==> src/hw/rtl/bsogw_pkg.sv <==
// Shared types and constants of the biased second-order graph walker.
package bsogw_pkg;

  localparam int unsigned NodeW   = 16;
  localparam int unsigned WeightW = 17;
  localparam int unsigned InvW    = 16;
  localparam int unsigned DrawW   = 16;
  localparam int unsigned RowW    = 19;
  localparam int unsigned AddrW   = 18;
  localparam int unsigned ScaledW = 25;

  typedef logic [1:0] func_t;
  localparam func_t FuncLoadRow  = 2'd0;
  localparam func_t FuncLoadEdge = 2'd1;
  localparam func_t FuncStart    = 2'd2;
  localparam func_t FuncStep     = 2'd3;

  typedef logic [1:0] reg_idx_t;
  localparam reg_idx_t RegWalkLength    = 2'd0;
  localparam reg_idx_t RegInvReturnBias = 2'd1;
  localparam reg_idx_t RegInvInoutBias  = 2'd2;

  typedef logic [1:0] rp_sel_t;
  localparam rp_sel_t RpCur      = 2'd0;
  localparam rp_sel_t RpCurNext  = 2'd1;
  localparam rp_sel_t RpPrev     = 2'd2;
  localparam rp_sel_t RpPrevNext = 2'd3;

  typedef logic [1:0] wsrc_t;
  localparam wsrc_t WRaw    = 2'd0;
  localparam wsrc_t WReturn = 2'd1;
  localparam wsrc_t WInout  = 2'd2;

  typedef logic [1:0] res_src_t;
  localparam res_src_t ResCand  = 2'd0;
  localparam res_src_t ResFirst = 2'd1;
  localparam res_src_t ResCur   = 2'd2;

  typedef struct packed {
    logic [NodeW-1:0]   node;
    logic [WeightW-1:0] weight;
  } edge_t;

  typedef struct packed {
    logic     accept;
    logic     wr_rp;
    logic     wr_edge;
    logic     start;
    logic     rp_rd;
    rp_sel_t  rp_sel;
    logic     cap_lo;
    logic     cap_hi;
    logic     pair_prev;
    logic     edge_rd;
    logic     edge_k;
    logic     cap_edge;
    logic     wload;
    wsrc_t    wsrc;
    logic     w_mem;
    logic     k_init;
    logic     k_inc;
    logic     z_init;
    logic     z_inc;
    logic     acc_clr;
    logic     acc;
    logic     tgt_raw;
    logic     mul_init;
    logic     mul_step;
    logic     res_load;
    res_src_t res_src;
    logic     emit;
  } cmd_t;

  typedef struct packed {
    logic active;
    logic step0;
    logic empty;
    logic cand_prev;
    logic k_empty;
    logic k_match;
    logic k_last;
    logic z_last;
    logic hit;
    logic mul_done;
    logic out_free;
  } status_t;

endpackage

==> src/hw/rtl/bsogw_ctrl.sv <==
// Controller state machine that sequences loads, walk starts and step sampling.
module bsogw_ctrl (
  input  logic               clk_i,
  input  logic               rst_ni,
  input  logic               in_valid_i,
  input  bsogw_pkg::func_t   func_i,
  input  bsogw_pkg::status_t status_i,
  output logic               in_ready_o,
  output bsogw_pkg::cmd_t    cmd_o
);

  localparam logic [3:0] S_IDLE = 4'd0;
  localparam logic [3:0] S_RC0  = 4'd1;
  localparam logic [3:0] S_RC1  = 4'd2;
  localparam logic [3:0] S_RC2  = 4'd3;
  localparam logic [3:0] S_RP0  = 4'd4;
  localparam logic [3:0] S_RP1  = 4'd5;
  localparam logic [3:0] S_RP2  = 4'd6;
  localparam logic [3:0] S_BEG  = 4'd7;
  localparam logic [3:0] S_ZRD  = 4'd8;
  localparam logic [3:0] S_ZCAP = 4'd9;
  localparam logic [3:0] S_KRD  = 4'd10;
  localparam logic [3:0] S_KCMP = 4'd11;
  localparam logic [3:0] S_ACC  = 4'd12;
  localparam logic [3:0] S_CHK  = 4'd13;
  localparam logic [3:0] S_TMUL = 4'd14;
  localparam logic [3:0] S_FIN  = 4'd15;

  logic [3:0] state_q, state_d;
  logic       pass_q, pass_d;

  always_ff @(posedge clk_i or negedge rst_ni) begin
    if (!rst_ni) begin
      state_q <= S_IDLE;
      pass_q  <= 1'b0;
    end else begin
      state_q <= state_d;
      pass_q  <= pass_d;
    end
  end

  always_comb begin
    state_d    = state_q;
    pass_d     = pass_q;
    cmd_o      = '0;
    in_ready_o = 1'b0;
    unique case (state_q)
      S_IDLE: begin
        in_ready_o = status_i.out_free;
        if (in_valid_i && status_i.out_free) begin
          cmd_o.accept = 1'b1;
          unique case (func_i)
            bsogw_pkg::FuncLoadRow:  cmd_o.wr_rp = 1'b1;
            bsogw_pkg::FuncLoadEdge: cmd_o.wr_edge = 1'b1;
            bsogw_pkg::FuncStart:    cmd_o.start = 1'b1;
            bsogw_pkg::FuncStep: begin
              if (status_i.active) state_d = S_RC0;
            end
            default: ;
          endcase
        end
      end
      S_RC0: begin
        cmd_o.rp_rd  = 1'b1;
        cmd_o.rp_sel = bsogw_pkg::RpCur;
        state_d      = S_RC1;
      end
      S_RC1: begin
        cmd_o.cap_lo = 1'b1;
        cmd_o.rp_rd  = 1'b1;
        cmd_o.rp_sel = bsogw_pkg::RpCurNext;
        state_d      = S_RC2;
      end
      S_RC2: begin
        cmd_o.cap_hi = 1'b1;
        state_d      = status_i.step0 ? S_BEG : S_RP0;
      end
      S_RP0: begin
        cmd_o.rp_rd  = 1'b1;
        cmd_o.rp_sel = bsogw_pkg::RpPrev;
        state_d      = S_RP1;
      end
      S_RP1: begin
        cmd_o.cap_lo = 1'b1;
        cmd_o.rp_rd  = 1'b1;
        cmd_o.rp_sel = bsogw_pkg::RpPrevNext;
        state_d      = S_RP2;
      end
      S_RP2: begin
        cmd_o.cap_hi    = 1'b1;
        cmd_o.pair_prev = 1'b1;
        state_d         = S_BEG;
      end
      S_BEG: begin
        if (status_i.empty) begin
          cmd_o.res_load = 1'b1;
          cmd_o.res_src  = bsogw_pkg::ResCur;
          state_d        = S_FIN;
        end else begin
          cmd_o.z_init  = 1'b1;
          cmd_o.acc_clr = 1'b1;
          cmd_o.tgt_raw = status_i.step0;
          pass_d        = status_i.step0;
          state_d       = S_ZRD;
        end
      end
      S_ZRD: begin
        cmd_o.edge_rd = 1'b1;
        state_d       = S_ZCAP;
      end
      S_ZCAP: begin
        cmd_o.cap_edge = 1'b1;
        cmd_o.w_mem    = 1'b1;
        if (status_i.step0) begin
          cmd_o.wload = 1'b1;
          cmd_o.wsrc  = bsogw_pkg::WRaw;
          state_d     = S_ACC;
        end else if (status_i.cand_prev) begin
          cmd_o.wload = 1'b1;
          cmd_o.wsrc  = bsogw_pkg::WReturn;
          state_d     = S_ACC;
        end else if (status_i.k_empty) begin
          cmd_o.wload = 1'b1;
          cmd_o.wsrc  = bsogw_pkg::WInout;
          state_d     = S_ACC;
        end else begin
          cmd_o.k_init = 1'b1;
          state_d      = S_KRD;
        end
      end
      S_KRD: begin
        cmd_o.edge_rd = 1'b1;
        cmd_o.edge_k  = 1'b1;
        state_d       = S_KCMP;
      end
      S_KCMP: begin
        if (status_i.k_match) begin
          cmd_o.wload = 1'b1;
          cmd_o.wsrc  = bsogw_pkg::WRaw;
          state_d     = S_ACC;
        end else if (status_i.k_last) begin
          cmd_o.wload = 1'b1;
          cmd_o.wsrc  = bsogw_pkg::WInout;
          state_d     = S_ACC;
        end else begin
          cmd_o.k_inc = 1'b1;
          state_d     = S_KRD;
        end
      end
      S_ACC: begin
        cmd_o.acc = 1'b1;
        state_d   = S_CHK;
      end
      S_CHK: begin
        if (pass_q && status_i.hit) begin
          cmd_o.res_load = 1'b1;
          cmd_o.res_src  = bsogw_pkg::ResCand;
          state_d        = S_FIN;
        end else if (status_i.z_last) begin
          if (pass_q) begin
            cmd_o.res_load = 1'b1;
            cmd_o.res_src  = bsogw_pkg::ResFirst;
            state_d        = S_FIN;
          end else begin
            cmd_o.mul_init = 1'b1;
            state_d        = S_TMUL;
          end
        end else begin
          cmd_o.z_inc = 1'b1;
          state_d     = S_ZRD;
        end
      end
      S_TMUL: begin
        cmd_o.mul_step = 1'b1;
        if (status_i.mul_done) begin
          cmd_o.z_init  = 1'b1;
          cmd_o.acc_clr = 1'b1;
          pass_d        = 1'b1;
          state_d       = S_ZRD;
        end
      end
      S_FIN: begin
        if (status_i.out_free) begin
          cmd_o.emit = 1'b1;
          state_d    = S_IDLE;
        end
      end
      default: state_d = S_IDLE;
    endcase
  end

endmodule

==> config.mk <==
export PLATFORM = sky130hd
export DESIGN_NAME = bsogw_ctrl
export DESIGN_NICKNAME = d
export VERILOG_FILES = /design/src/hw/rtl/bsogw_pkg.sv /design/src/hw/rtl/bsogw_ctrl.sv
export SDC_FILE = /design/constraint.sdc
export NUM_CORES = 1
export LEC_CHECK = 0
export ABC_AREA = 0
export ABC_CLOCK_PERIOD_IN_PS = 1600
export BUFFER_PORTS_ARGS = -buffer_cell sky130_fd_sc_hd__buf_4
export CORE_ASPECT_RATIO = 1.25
export CORE_MARGIN = 2
export CORE_UTILIZATION = 25
export CTS_CLUSTER_SIZE = 20
export DETAILED_ROUTE_END_ITERATION = 10
export GPL_TIMING_DRIVEN = 0
export PLACE_DENSITY = 0.48
export SLEW_MARGIN = 40
export SYNTH_ARGS = -nofsm -noshare
export SYNTH_HDL_FRONTEND = slang
export SYNTH_SLANG_ARGS = --single-unit
==> constraint.sdc <==
create_clock -name clk_i -period 1.6 [get_ports clk_i]
set_input_delay 0.32 -clock clk_i [delete_from_list [all_inputs] [get_ports clk_i]]
set_output_delay 0.32 -clock clk_i [all_outputs]
set_load 0.01 [all_outputs]
# Yosys cells after proc, flatten, opt, wreduce, memory -nomap -nowiden
# Index checks and enable logic that the tools add are counted.
[word_totals]
regBits = 5
romBits = 0
input_bits = 16
output_inout_bits = 31
ramBits = 0
word_cells = 102
latch_bits = 0
n_memories = 0
[op_classes]
div = 0
n_eq_ne = 24
addsub = 0
n_reduce_logical = 10
n_bitwise = 0
shifts = 0
magnitude_cmp = 0
n_mux = 66
multipliers = 0
[ops]
columns = ["operator", "n"]
rows = [
  ["$pmux 4 s16", 1],
  ["$mux 4", 11],
  ["$mux 3", 13],
  ["$mux 1", 34],
  ["$eq 4x4->1 const B", 8],
  ["$eq 4x3->1 const B", 4],
  ["$pmux 3 s2", 2],
  ["$pmux 3 s4", 1],
  ["$ne 2x2->1 const B", 5],
  ["$eq 4x2->1 const B", 2],
  ["$reduce_or 2->1", 3],
  ["$reduce_and 5->1", 1],
  ["$eq 2x2->1 const B", 2],
  ["$eq 4x1->1 const B", 1],
  ["$logic_not 4->1", 1],
  ["$mux 2", 2],
  ["$pmux 1 s2", 2],
  ["$reduce_and 3->1", 1],
  ["$eq 2x1->1 const B", 1],
  ["$logic_and 1x1->1", 2],
  ["$logic_not 2->1", 1],
  ["$ne 2x1->1 const B", 1],
  ["$reduce_bool 2->1", 1],
]

# Longest topological paths before layout
# Gate-level depths: netlist of the first run.
[logic_depth]
word_depth = 4
depth_mapped = 6
ltp_nobuf = 5

# Worst setup path after synthesis of the first run
# No wires, ideal clock.
[synth_path]
kind = "flip-flop to output port"
from = "register state_q[2]"
to = "output port cmd_o[12] (netlist bit)"
path_buffers = 0
required_ns = 1.280
path_stages_with_launch = 4
setup_slack_ns = 0.029
t_arrival_ns = 1.251
cell_sequence = "dfrtp_1 nand2b_1 or2_1 nor4_1"
[synth_rtl]
columns = ["item", "line", "rtl"]
rows = [
  ["from (decl)", "bsogw_ctrl.sv:29", "logic [3:0] state_q, state_d;"],
  ["from (signal assigned)", "bsogw_ctrl.sv:37", "state_q <= state_d;"],
  ["to (decl)", "bsogw_ctrl.sv:9", "output bsogw_pkg::cmd_t cmd_o"],
]

==> summary.txt, run 1 <==
Placement
  • Detailed placer's ending HPWL: between 1500 and 2000 um
  • # placed instances: 187
  • Routability-driven placement congestion ratio: 0.758
  • Placement-stage cell area: 1120 sq um
  • Number of buffers inserted by port buffering: 46

Clock tree
  • Max Root-Sink Buffers: 2
  • Sinks on Clock Net: 5
  • Clock root cell: clkbuf_4
  • Clock-pin slew on the worst setup and hold paths: approximately 0.040 ns
  • Worst-Skew Late Latency: between 0.2 and 0.25 ns
  • Number of buffers created by CTS: 3
  • TritonCTS clock tree: done
  • Number of H-tree levels: 1

STA
  • Maximum clock frequency: 540 MHz
  • Accumulated negative setup slack: -3.55 ns
  • Layout Skew: 0.00349 ns
  • Final Worst Setup Slack: -0.252 ns
  • Final cycle utilization of the critical path: 116%
  • Period minus WS final: 1.85 ns
  • Relative slew slack: 77.1%
  • Setup repair after global routing missed its margin: yes
  • Final-layout worst hold slack: 0.425 ns
  • Final-report setup violation count: 28
  • Count of final max-slew check failures: 0
  • Least-Margin Pin Slew: 0.339 ns
  • Hold Violations, Final: 0

Floorplanning
  • Die Y: ~65 um
  • Number of rows in the core area: 22
  • Die area: 3390 sq um
  • Core area: 2860 sq um
  • Overall die width: 52.5 um
  • Initial cell density of the core: approximately a quarter
  • # IOs: 47

Setup path
  • Arrival time of the worst setup path: around 1.5 ns
  • Worst R2R Setup Slack: 0.03 ns
  • Endpoint of the most critical register-to-register path: pass_q
  • R2R Path Start: state_q[1]
  • Category of the critical setup timing path: reg -> out
  • Reg2reg path depth: 7
  • Crit-path max FO: 4
  • Required time at the endpoint of the critical path: approximately 1.3 ns
  • Worst setup EP type: output pin
  • Kind of launch point of the worst setup path: register

Synth
  • Area share of the largest cell type after synthesis: about 17%
  • Area share of fa/ha/maj cells after synthesis: 0%
  • Number of storage elements in the synthesis netlist: 5
  • Number of library cell types mapped by synthesis: 40
  • Post-synthesis area per instance: 6.99 sq um
  • Proportion of synthesized chip area in sequential cells: between 10% and 20%
  • Most used flip-flop cell after synthesis: dfrtp_1
  • Most area-consuming cells after synthesis: dfrtp_1, nor2_1, nor3b_1
  • Mux cell area share after synthesis: under 10%
  • Largest area contributor in the netlist: dfrtp_1
  • Post-synth net total: 121
  • Complex-gate fraction of the synthesized area: between 10% and 20%
  • XOR/XNOR share of the synthesized area: around 2.4%
  • Cell area after technology mapping: between 700 and 800 sq um
  • Combinational family with the most area after synthesis: simple AND/OR/NAND/NOR gates
  • Share of synthesized cell area in and, or, nand and nor gates: 49.9%
  • Synthesis warning total: 0
  • Share of flip-flops with an asynchronous set or reset: 100%
  • Number of flops mapped to enable cells by yosys: 0
  • Number of standard cells after synthesis: between 100 and 150

Worst hold path
  • HP Class: in -> async

Drt
  • Final wirelength: about 3200 um
  • Average via count per standard cell: approximately 5.0
  • DR pass1 iterations: 4
  • Antenna violation net count after detailed routing: 0
  • Routed wire per std cell: about 14 um
  • Total number of vias: 1,124
  • Detailed router's first-iteration violation count: 37
  • Number of design rule violations left after detail routing: 0

Run status
  • Failing checks: negative setup slack
  • Result of the run: finished, violations left

Global routing
  • Congestion Overflow GR: 0
  • Initial antenna violation count: 0
  • Pin count of the biggest net entering global routing: 12
  • Via count of the first global-routing pass: 1,040
  • Wire length of the first global-routing pass: about 4700 um
  • Tot GR Track Use: between 15 and 20%

Finish
  • Fraction of final layout cells sized beyond drive strength 1: 69.1%
  • Synthesis-to-layout area growth: 137%
  • Final cell area excluding filler cells: approximately 1700 sq um
  • Antenna diode instance count: 0
  • Final net count: just over 200
  • Non-Filler Instances: 224

Pwr
  • Largest voltage drop on the vdd net: 1.43 mV
  • PD cells: ~1700 nW/um^2
  • Leakage Power: 0.793 nW

Job
  • Max-cap violations: 0
-- power by group --
part / switching, mW / leakage [nW] / internal [mW]
logic: 1.16 / 0.723 / 1.41
registers: 0.0819 / 0.0555 / 0.198
clock network: 0.0468 / 0.0150 / 0.0940
total: 1.29 / 0.793 / 1.71
-- area by class of cell --
| cell class | count | area [sq um] |
|---|---|---|
| sequential | 5 | 128 |
| inverter | 5 | 18.8 |
| multi-input combinational | 87 | 723 |
| timing repair buffer | 80 | 714 |
| tap | 36 | 45.0 |
| clock buffer | 4 | 26.3 |
| fill | 243 | 1120 |
| buffer | 7 | 82.6 |
-- cell usage after synthesis (2+ instances only) --
library cell	n
and2_1	5
nand2b_1	5
nor3b_1	5
o211ai_1	2
buf_2	3
o21ai_0	3
inv_1	4
buf_6	2
a21oi_1	7
nand4_1	2
nor3_1	5
nand3_1	2
and3_1	2
nor2_1	14
nor4_1	3
nand2_1	7
nand3b_1	2
nor2b_1	2
dfrtp_1	5
buf_4	3
o21ai_1	3
-- placed cells by master, fill, tap and decap left out, types with 2 or more instances in the layout --
cell type  instances
buf_12             3
nand3b_1           2
nor3b_2            5
nor2_4             4
clkbuf_4           3
a21oi_1            5
nor2_1             7
buf_4             60
and2_4             2
o21ai_1            3
nor2_2             4
nand4_1            2
and3_4             2
a21oi_2            2
nand2b_4           5
nand2_2            3
dfrtp_2            2
nor4_4             2
buf_6             21
o211ai_1           2
nand2_1            4
inv_2              2
nor2b_1            2
o21ai_0            3
inv_1              3
dfrtp_1            3
nor3_1             5
and2_1             3
-- metal layers --
metal / vias up / share of wire [%] / GRT usage (%)
met5: - / 0 / 0
met4: 0 / 0.44 / 8.33
met3: 2 / 4.2 / 2.07
met2: 32 / 56 / 31.9
met1: 551 / 39 / 21.3
li1: 539 / - / -
-- metrics by stage --
| step | worst slack [ns] | util (%) | power (mW) |
|---|---|---|---|
| after floorplan | 0.0290 | - | 1.15 |
| after global placement | -0.120 | 39.3 | 1.64 |
| after detailed placement | -0.126 | 39.3 | 1.63 |
| after CTS | -0.216 | 55.0 | 2.60 |
| after global routing | -0.334 | 60.7 | 3.19 |
| final | -0.252 | 60.7 | 3.00 |
-- registers in the layout (all words and copies together) (netlist names) --
register,count
state_q,4
pass_q,1
-- worst max-delay path, cell delays in order, from the launching register on --
cell      delay [ns]
dfrtp_1         0.39
buf_4           0.19
nand2_2         0.11
nor3_4          0.25
nand2b_4        0.18
buf_6           0.09
buf_6           0.09
-- worst max path at each step --
| stage | startpoint | endpoint | slack, ns | cells past startpoint |
|---|---|---|---|---|
| 2_1_floorplan | state_q[2] | cmd_o[12] | 0.03 | 3 |
| 3_3_place_gp | state_q[3] | cmd_o[10] | -0.12 | 6 |
| 3_5_place_dp | state_q[3] | cmd_o[10] | -0.13 | 6 |
| 4_1_cts | state_q[3] | cmd_o[10] | -0.22 | 6 |
| 5_1_grt | state_q[1] | cmd_o[10] | -0.33 | 6 |
| 6_report | state_q[1] | cmd_o[10] | -0.25 | 6 |
-- kinds of logic (layout without fill, tap and decap cells) --
group,after synthesis,in the layout
mux,1,1
simple gates,63,63
flops,5,5
xor+xnor,2,2
compound gates,21,21
buf+inv,13,96
-- timing repair --
item                                    CTS  global route
pin swaps                                21            13
endpoints found under the setup margin   27            30
hold buffers                              1             0
setup buffers                            23            11
gates cloned                              0             1
hold endpoints to repair                  5             0
resized for setup                        47            19
Note: power is estimated with default switching activity, not from simulation.
==> inputs of run 2 (changes only) <==
--- a/config.mk
+++ b/config.mk
@@ -6,7 +6,7 @@
 export NUM_CORES = 1
 export LEC_CHECK = 0
 export ABC_AREA = 0
-export ABC_CLOCK_PERIOD_IN_PS = 1600
+export ABC_CLOCK_PERIOD_IN_PS = 1900
 export BUFFER_PORTS_ARGS = -buffer_cell sky130_fd_sc_hd__buf_4
 export CORE_ASPECT_RATIO = 1.25
 export CORE_MARGIN = 2
==> constraint.sdc (replaced) <==
create_clock -name clk_i -period 1.9 [get_ports clk_i]
set_input_delay 0.38 -clock clk_i [delete_from_list [all_inputs] [get_ports clk_i]]
set_output_delay 0.38 -clock clk_i [all_outputs]
set_load 0.01 [all_outputs]
==> run 2 against run 1 <==
  * The flow now finishes without violations
  * Power shrank 30%
  * First-iteration DRC count shrank 30%
  * Routed wire length shrank 15%
  * Sequential power shrank 17%
  * Cell area shrank 13%
  * Non-clock buffer count shrank 12
  * Global-route usage shrank 2.5 points
  * Register-to-register slack gained 0.34 ns
  * Largest power group unchanged
  * Worst hold slack gained 0.049 ns
==> summary.txt, run 2 (synthesized netlist as in run 1, its figures left out) <==
Drt
  • Average via count per standard cell: 4.89 (-2.5%)
  • Final wirelength: 2730 um (-15%)
  • Total number of vias: 1,037 (-7.7%)
  • Antenna violation net count after detailed routing: 0 (unchanged)
  • Number of design rule violations left after detail routing: 0 (unchanged)
  • Routed wire per std cell: 12.9 um (-10%)
  • Detailed router's first-iteration violation count: 26 (-30%)
  • DR pass1 iterations: 4 (unchanged)

Clock tree
  • Number of H-tree levels: 1 (unchanged)
  • Number of buffers created by CTS: 3 (unchanged)
  • TritonCTS clock tree: done
  • Sinks on Clock Net: 5 (unchanged)
  • Max Root-Sink Buffers: 2 (unchanged)
  • Clock-pin slew on the worst setup and hold paths: 0.04 ns (about the same)
  • Clock root cell: clkbuf_4
  • Worst-Skew Late Latency: 0.24 ns (about the same)

STA
  • Final-layout worst hold slack: 0.474 ns (+0.0494 ns)
  • Accumulated negative setup slack: 0 ns (+3.55 ns)
  • Count of final max-slew check failures: 0 (unchanged)
  • Period minus WS final: between 1.5 and 2 ns
  • Final cycle utilization of the critical path: 97.1%
  • Relative slew slack: 77.8% (+0.66 points)
  • Layout Skew: 0.00294 ns (-0.000554 ns)
  • Final-report setup violation count: 0 (-100%)
  • Setup repair after global routing missed its margin: yes
  • Hold Violations, Final: 0 (unchanged)
  • Least-Margin Pin Slew: 0.331 ns (-0.00785 ns)
  • Maximum clock frequency: 542 MHz

Setup path
  • Category of the critical setup timing path: reg -> out
  • Worst setup EP type: output pin
  • Kind of launch point of the worst setup path: register
  • Reg2reg path depth: 5 (-2)
  • Arrival time of the worst setup path: 1.47 ns (-0.06 ns)
  • Required time at the endpoint of the critical path: 1.52 ns (+0.24 ns)
  • Crit-path max FO: 4 (unchanged)

Job
  • Max-cap violations: 0 (unchanged)

Floorplanning
  • Initial cell density of the core: 25.7% (unchanged)
  • # IOs: 47 (unchanged)
  • Die Y: 64.6 um (unchanged)
  • Number of rows in the core area: 22 (unchanged)
  • Die area: 3390 sq um (unchanged)
  • Core area: 2860 sq um (unchanged)
  • Overall die width: 52.5 um (unchanged)

Placement
  • Number of buffers inserted by port buffering: 46 (unchanged)
  • Detailed placer's ending HPWL: 1930 um (unchanged)
  • Routability-driven placement congestion ratio: 0.758 (unchanged)

Finish
  • Most frequent standard cell in the layout excluding fill and tap cells: buf_4
  • Max FFs per register: 4 (unchanged)
  • Register cell area after layout: 128 sq um (unchanged)
  • Most flops, register: state_q
  • Fraction of final layout cells sized beyond drive strength 1: 60.8% (-8.4 points)
  • Largest regs: state_q (4), pass_q (1)
  • Final net count: 193 (-5.9%)
  • Utilization after layout: 52.5% (-8.2 points)
  • Most used cells in the layout excluding fill and tap cells: buf_4, nor2_1, buf_6, a21oi_1
  • Filler instances: 289 (+19%)
  • Synthesis-to-layout area growth: 105%
  • Multi-input combinational cell area: 657 sq um (-9.2%)
  • Antenna diode instance count: 0 (unchanged)

Global routing
  • Pin count of the biggest net entering global routing: 11 (-1)
  • Via count of the first global-routing pass: 933 (-10%)
  • Tot GR Track Use: 15.7% (-2.5 points)
  • Wire length of the first global-routing pass: 4130 um (-12%)
  • Congestion Overflow GR: 0 (unchanged)
  • Initial antenna violation count: 0 (unchanged)

Pwr
  • Largest voltage drop on the vdd net: 1.05 mV (-27%)
  • Leakage Power: 0.700 nW (-12%)
  • PD cells: 1400 nW/um^2 (-19%)
  • Total chip power: 2.11 mW (-30%)

Run status
  • Result of the run: complete, no violations

Worst hold path
  • Number of cells traversed by the worst hold path: 3
  • HP Class: in -> reg
[run 2: changes by cell type in the layout (fill, tap and decap cells not counted), moves of 2 or more]
cell and change:
nor4_4 -2, a21oi_2 -2, and3_1 +2, buf_6 -14
and2_1 +2, and2_4 -2, and3_4 -2, a21oi_1 +2
nor2_2 -2, buf_4 +3, nor2_1 +3
[run 2: what timing repair did]
item	4_1_cts	5_1_grt
pin swaps	6	9
hold endpoints to repair	5	0
endpoints found under the setup margin	15	15
buffers inserted	15	6
resized for setup	13	22
hold buffers	1	0
[run 2: area by class of cell]
type | instances | area share, %
Inverter | 5 | 1.41
Clock buffer | 4 | 1.75
Multi-Input combinational cell | 87 | 43.7
Buffer | 7 | 4.58
Timing Repair Buffer | 68 | 37.1
Tap cell | 36 | 3.00
Sequential cell | 5 | 8.49
[run 2: stage by stage]
| step | worst slack [ns] | cell area (sq um) | instances |
|---|---|---|---|
| 6_report | 0.0544 | 1500 | 212 |
| 5_1_grt | -0.0464 | 1500 | 212 |
| 4_1_cts | -0.00364 | 1360 | 207 |
| 3_5_place_dp | 0.114 | 1120 | 187 |
| 3_3_place_gp | 0.120 | 1120 | 187 |
| 2_1_floorplan | 0.269 | 734 | 105 |
[run 2: per-layer routing]
metal	share of wire, %	wire [um]	global-route usage (%)	up-vias
met1	43	1180	20.6	496
met4	0.77	21	5.77	0
li1	-	-	-	519
met2	52	1430	25.8	20
met3	3.5	96	1.84	2
met5	0	0	0	-
[run 2: worst paths after layout]
check | startpoint | end | slack [ns]
max | state_q[2] | cmd_o[27] | 0.05
min | status_i[9] | pass_q | 0.47
max reg2reg | state_q[1] | state_q[2] | 0.37
min reg2reg | pass_q | pass_q | 0.57
max in group asynchronous | rst_ni | state_q[0] | 1.30
min in group asynchronous | rst_ni | state_q[3] | 0.48
[run 2: worst max-delay path, stage by stage, from the launching register on]
cell     delay [ns]
dfrtp_2        0.43
buf_6          0.14
nor2_4         0.09
nand4_1        0.21
nor3b_2        0.22
buf_4          0.14
[run 2: power breakdown]
group          total (mW)  internal, mW  switching (mW)
Combinational        1.76         0.926           0.833
Clock               0.118        0.0791          0.0390
Sequential          0.232         0.167          0.0651
==> inputs of run 3 (changes only) <==
--- a/config.mk
+++ b/config.mk
@@ -5,7 +5,7 @@
 export SDC_FILE = /design/constraint.sdc
 export NUM_CORES = 1
 export LEC_CHECK = 0
-export ABC_AREA = 0
+export ABC_AREA = 1
 export ABC_CLOCK_PERIOD_IN_PS = 1900
 export BUFFER_PORTS_ARGS = -buffer_cell sky130_fd_sc_hd__buf_4
 export CORE_ASPECT_RATIO = 1.25
@@ -14,7 +14,7 @@
 export CTS_CLUSTER_SIZE = 20
 export DETAILED_ROUTE_END_ITERATION = 10
 export GPL_TIMING_DRIVEN = 0
-export PLACE_DENSITY = 0.48
+export PLACE_DENSITY = 0.49
 export SLEW_MARGIN = 40
 export SYNTH_ARGS = -nofsm -noshare
 export SYNTH_HDL_FRONTEND = slang
==> run 3 against run 2 <==
  * Cell count grew 3.8%
  * Cell area decreased by 20%
  * Via count down 6.8%
  * Sequential share of layout area is 2.2 points higher
  * Flip-flop and latch count did not move
  * Global-route usage decreased by 1.5 points
  * Synthesized cell count rose by 22%
  * Clock power increased by 7%
  * Clock skew rose by 0.0045 ns
  * Clock-buffer cell count decreased by 1
  * Critical path type unchanged
  * Critical endpoint unchanged
  * Largest cell class unchanged
  * Largest power group unchanged
  * Highest routed layer is now met3
==> summary.txt, run 3 <==
Finish
  • Most used cells in the layout excluding fill and tap cells: buf_4, nand2_1, inv_1, nor2_1
  • Final cell area excluding filler cells: 1200 sq um (-20%)
  • Most frequent standard cell in the layout excluding fill and tap cells: buf_4
  • Multi-input combinational cell area: 478 sq um (-27%)
  • Filler instances: 301 (+4.2%)
  • Antenna diode instance count: 0 (unchanged)
  • Register cell area after layout: 129 sq um (+0.98%)
  • Max FFs per register: 4 (unchanged)
  • Synthesis-to-layout area growth: 75.1%
  • Most flops, register: state_q
  • Largest regs: state_q (4), pass_q (1)
  • Non-Filler Instances: 220 (+3.8%)
  • Fraction of final layout cells sized beyond drive strength 1: 47.8% (-13 points)
  • Final net count: 203 (+5.2%)

STA
  • Final Worst Setup Slack: 0.0606 ns (+0.00625 ns)
  • Count of final max-slew check failures: 0 (unchanged)
  • Relative slew slack: 82.4% (+4.6 points)
  • Final-report setup violation count: 0 (unchanged)
  • Least-Margin Pin Slew: 0.262 ns (-0.0689 ns)
  • Final cycle utilization of the critical path: 96.8% (-0.33 points)
  • Final-layout worst hold slack: 0.388 ns (-0.0865 ns)
  • Setup repair after global routing missed its margin: yes
  • Hold Violations, Final: 0 (unchanged)
  • Period minus WS final: 1.84 ns (-0.00625 ns)
  • Accumulated negative setup slack: 0 ns (unchanged)
  • Layout Skew: 0.00745 ns (+0.00451 ns)
  • Maximum clock frequency: 544 MHz (+0.34%)

Drt
  • Detailed router's first-iteration violation count: 16 (-38%)
  • Average via count per standard cell: 4.39 (-10%)
  • Antenna violation net count after detailed routing: 0 (unchanged)
  • Routed wire per std cell: 10.2 um (-21%)
  • Final wirelength: 2240 um (-18%)
  • DR pass1 iterations: 4 (unchanged)
  • Number of design rule violations left after detail routing: 0 (unchanged)
  • Total number of vias: 966 (-6.8%)

Global routing
  • Pin count of the biggest net entering global routing: 8 (-3)
  • Tot GR Track Use: 14.2% (-1.5 points)
  • Congestion Overflow GR: 0 (unchanged)
  • Via count of the first global-routing pass: 889 (-4.7%)
  • Wire length of the first global-routing pass: 3570 um (-14%)
  • Initial antenna violation count: 0 (unchanged)

Floorplanning
  • # IOs: 47 (unchanged)
  • Die area: 3190 sq um (-5.9%)
  • Overall die width: 50.9 um (-3.0%)
  • Core area: 2650 sq um (-7.3%)
  • Initial cell density of the core: 25.9% (+0.28 points)
  • Die Y: 62.7 um (-3.0%)
  • Number of rows in the core area: 21 (-4.5%)

Setup path
  • Required time at the endpoint of the critical path: 1.52 ns (about the same)
  • CP max-delay cell: dfrtp_2
  • Crit-path max FO: 7 (+3)
  • Bufs and invs on worst path: 3 (+1)
  • Stage delay of the slowest cell on the critical path: 0.47 ns (+0.04 ns)
  • Worst path cell trace: nor2_4 > inv_2 > nor2_4 > inv_2 > nor2_4 > nand2_2 > nor2_2 > buf_4
  • Worst setup EP type: output pin
  • Category of the critical setup timing path: reg -> out
  • Arrival time of the worst setup path: 1.46 ns (about the same)
  • Kind of launch point of the worst setup path: register
  • Most used cell along the critical path: nor2_4
  • Kind of cell adding the most delay to the critical path: simple AND/OR/NAND/NOR gates

Clock tree
  • Clock-pin slew on the worst setup and hold paths: 0.05 ns (about the same)
  • Clock root cell: clkbuf_4
  • Number of buffers created by CTS: 3 (unchanged)
  • TritonCTS clock tree: done
  • Number of H-tree levels: 1 (unchanged)
  • Max Root-Sink Buffers: 2 (unchanged)
  • Worst-Skew Late Latency: 0.25 ns (about the same)
  • Sinks on Clock Net: 5 (unchanged)

Synth
  • Number of library cell types mapped by synthesis: 17 (-57%)
  • Proportion of synthesized chip area in sequential cells: 18.2% (+1.1 points)
  • Cell area after technology mapping: 688 sq um (-6.3%)
  • Post-synth net total: 144 (+19%)
  • Number of storage elements in the synthesis netlist: 5 (unchanged)
  • Largest area contributor in the netlist: dfrtp_1
  • Most common cell in the synthesized netlist: nand2_1
  • Number of standard cells after synthesis: 128 (+22%)
  • Most used flip-flop cell after synthesis: dfrtp_1
  • Synthesis warning total: 0 (unchanged)
  • Area share of the largest cell type after synthesis: 18.2% (+1.1 points)
  • Post-synthesis area per instance: 5.38 sq um (-23%)
  • Share of flip-flops with an asynchronous set or reset: 100% (unchanged)
  • List of most frequent post-synthesis cells: nand2_1, nor2_1, inv_1
  • Most area-consuming cells after synthesis: dfrtp_1, nand2_1, nor2_1
  • Number of flops mapped to enable cells by yosys: 0 (unchanged)

Run status
  • Result of the run: complete, no violations

Pwr
  • Leakage Power: 0.716 nW (+2.4%)
  • Largest voltage drop on the vdd net: 0.568 mV (-46%)
  • PD cells: 1200 nW/um^2 (-14%)

Placement
  • Placement-stage cell area: 1080 sq um (-4.3%)
  • Worst setup slack after placement: 0.215 ns (+0.100 ns)
  • Number of buffers inserted by port buffering: 46 (unchanged)
  • Routability-driven placement congestion ratio: 0.826 (+8.9%)
  • Detailed placer's ending HPWL: 1910 um (-1.2%)
  • # placed instances: 208 (+11%)

Worst hold path
  • HP Class: in -> reg

Job
  • Max-cap violations: 0 (unchanged)
[run 3: cells by family after synthesis]
kind of cell,after synthesis,synth area share [%]
AOI/OAI and AO/OA,14,12.4
and+or+nand+nor,79,52.0
DFF,5,18.2
buffers and inverters,30,17.5
[run 3: cell type report]
cell class,count,area share (%)
plain buffers,2,1.25
clock inverters,1,0.415
multi-input cells,93,39.7
inverters,28,8.72
repair buffers,54,33.9
clock buffers,3,1.87
well taps,34,3.53
flip-flops and latches,5,10.7
[run 3: what timing repair did]
| item | in CTS | in global routing |
|---|---|---|
| setup endpoints to repair | 4 | 9 |
| endpoints found under the hold margin | 5 | 0 |
| hold buffers | 1 | 0 |
| setup buffers | 0 | 7 |
| pin swaps | 0 | 2 |
| resized for setup | 4 | 11 |
[run 3: metal layers]
layer  wire length (um)  track usage [%]
met4                  0             5.07
met5                  0                0
met3                123             1.67
met2               1220             25.5
met1                894             16.7
[run 3: final timing paths]
| check | from | to | slack, ns | cells past startpoint |
|---|---|---|---|---|
| max in group asynchronous | rst_ni | state_q[1] | 1.32 | 2 |
| min | status_i[0] | state_q[0] | 0.39 | 4 |
| max reg2reg | state_q[3] | state_q[0] | 0.54 | 9 |
| min reg2reg | pass_q | pass_q | 0.61 | 2 |
| max | state_q[3] | cmd_o[27] | 0.06 | 8 |
| min in group asynchronous | rst_ni | state_q[0] | 0.47 | 2 |
[run 3: power breakdown]
part	switching [mW]	internal, mW
Sequential	0.102	0.167
Clock	0.0499	0.0765
Combinational	0.586	0.467
[run 3: through the flow]
| stage | utilization (%) | total power, mW |
|---|---|---|
| floorplan | - | 0.814 |
| global placement | 40.5 | 1.17 |
| detailed placement | 40.5 | 1.17 |
| CTS | 42.3 | 1.32 |
| global route | 45.4 | 1.58 |
| finish | 45.4 | 1.45 |
[run 3: worst reg2reg max path: stages, from the launching register on]
cell and delay [ns]:
dfrtp_2 0.47, buf_4 0.16, nand2_2 0.11, inv_2 0.06, nand2_2 0.10, nor2_1 0.05
nor2_1 0.08, nand3_1 0.10, nand2_1 0.08, nand2_1 0.04
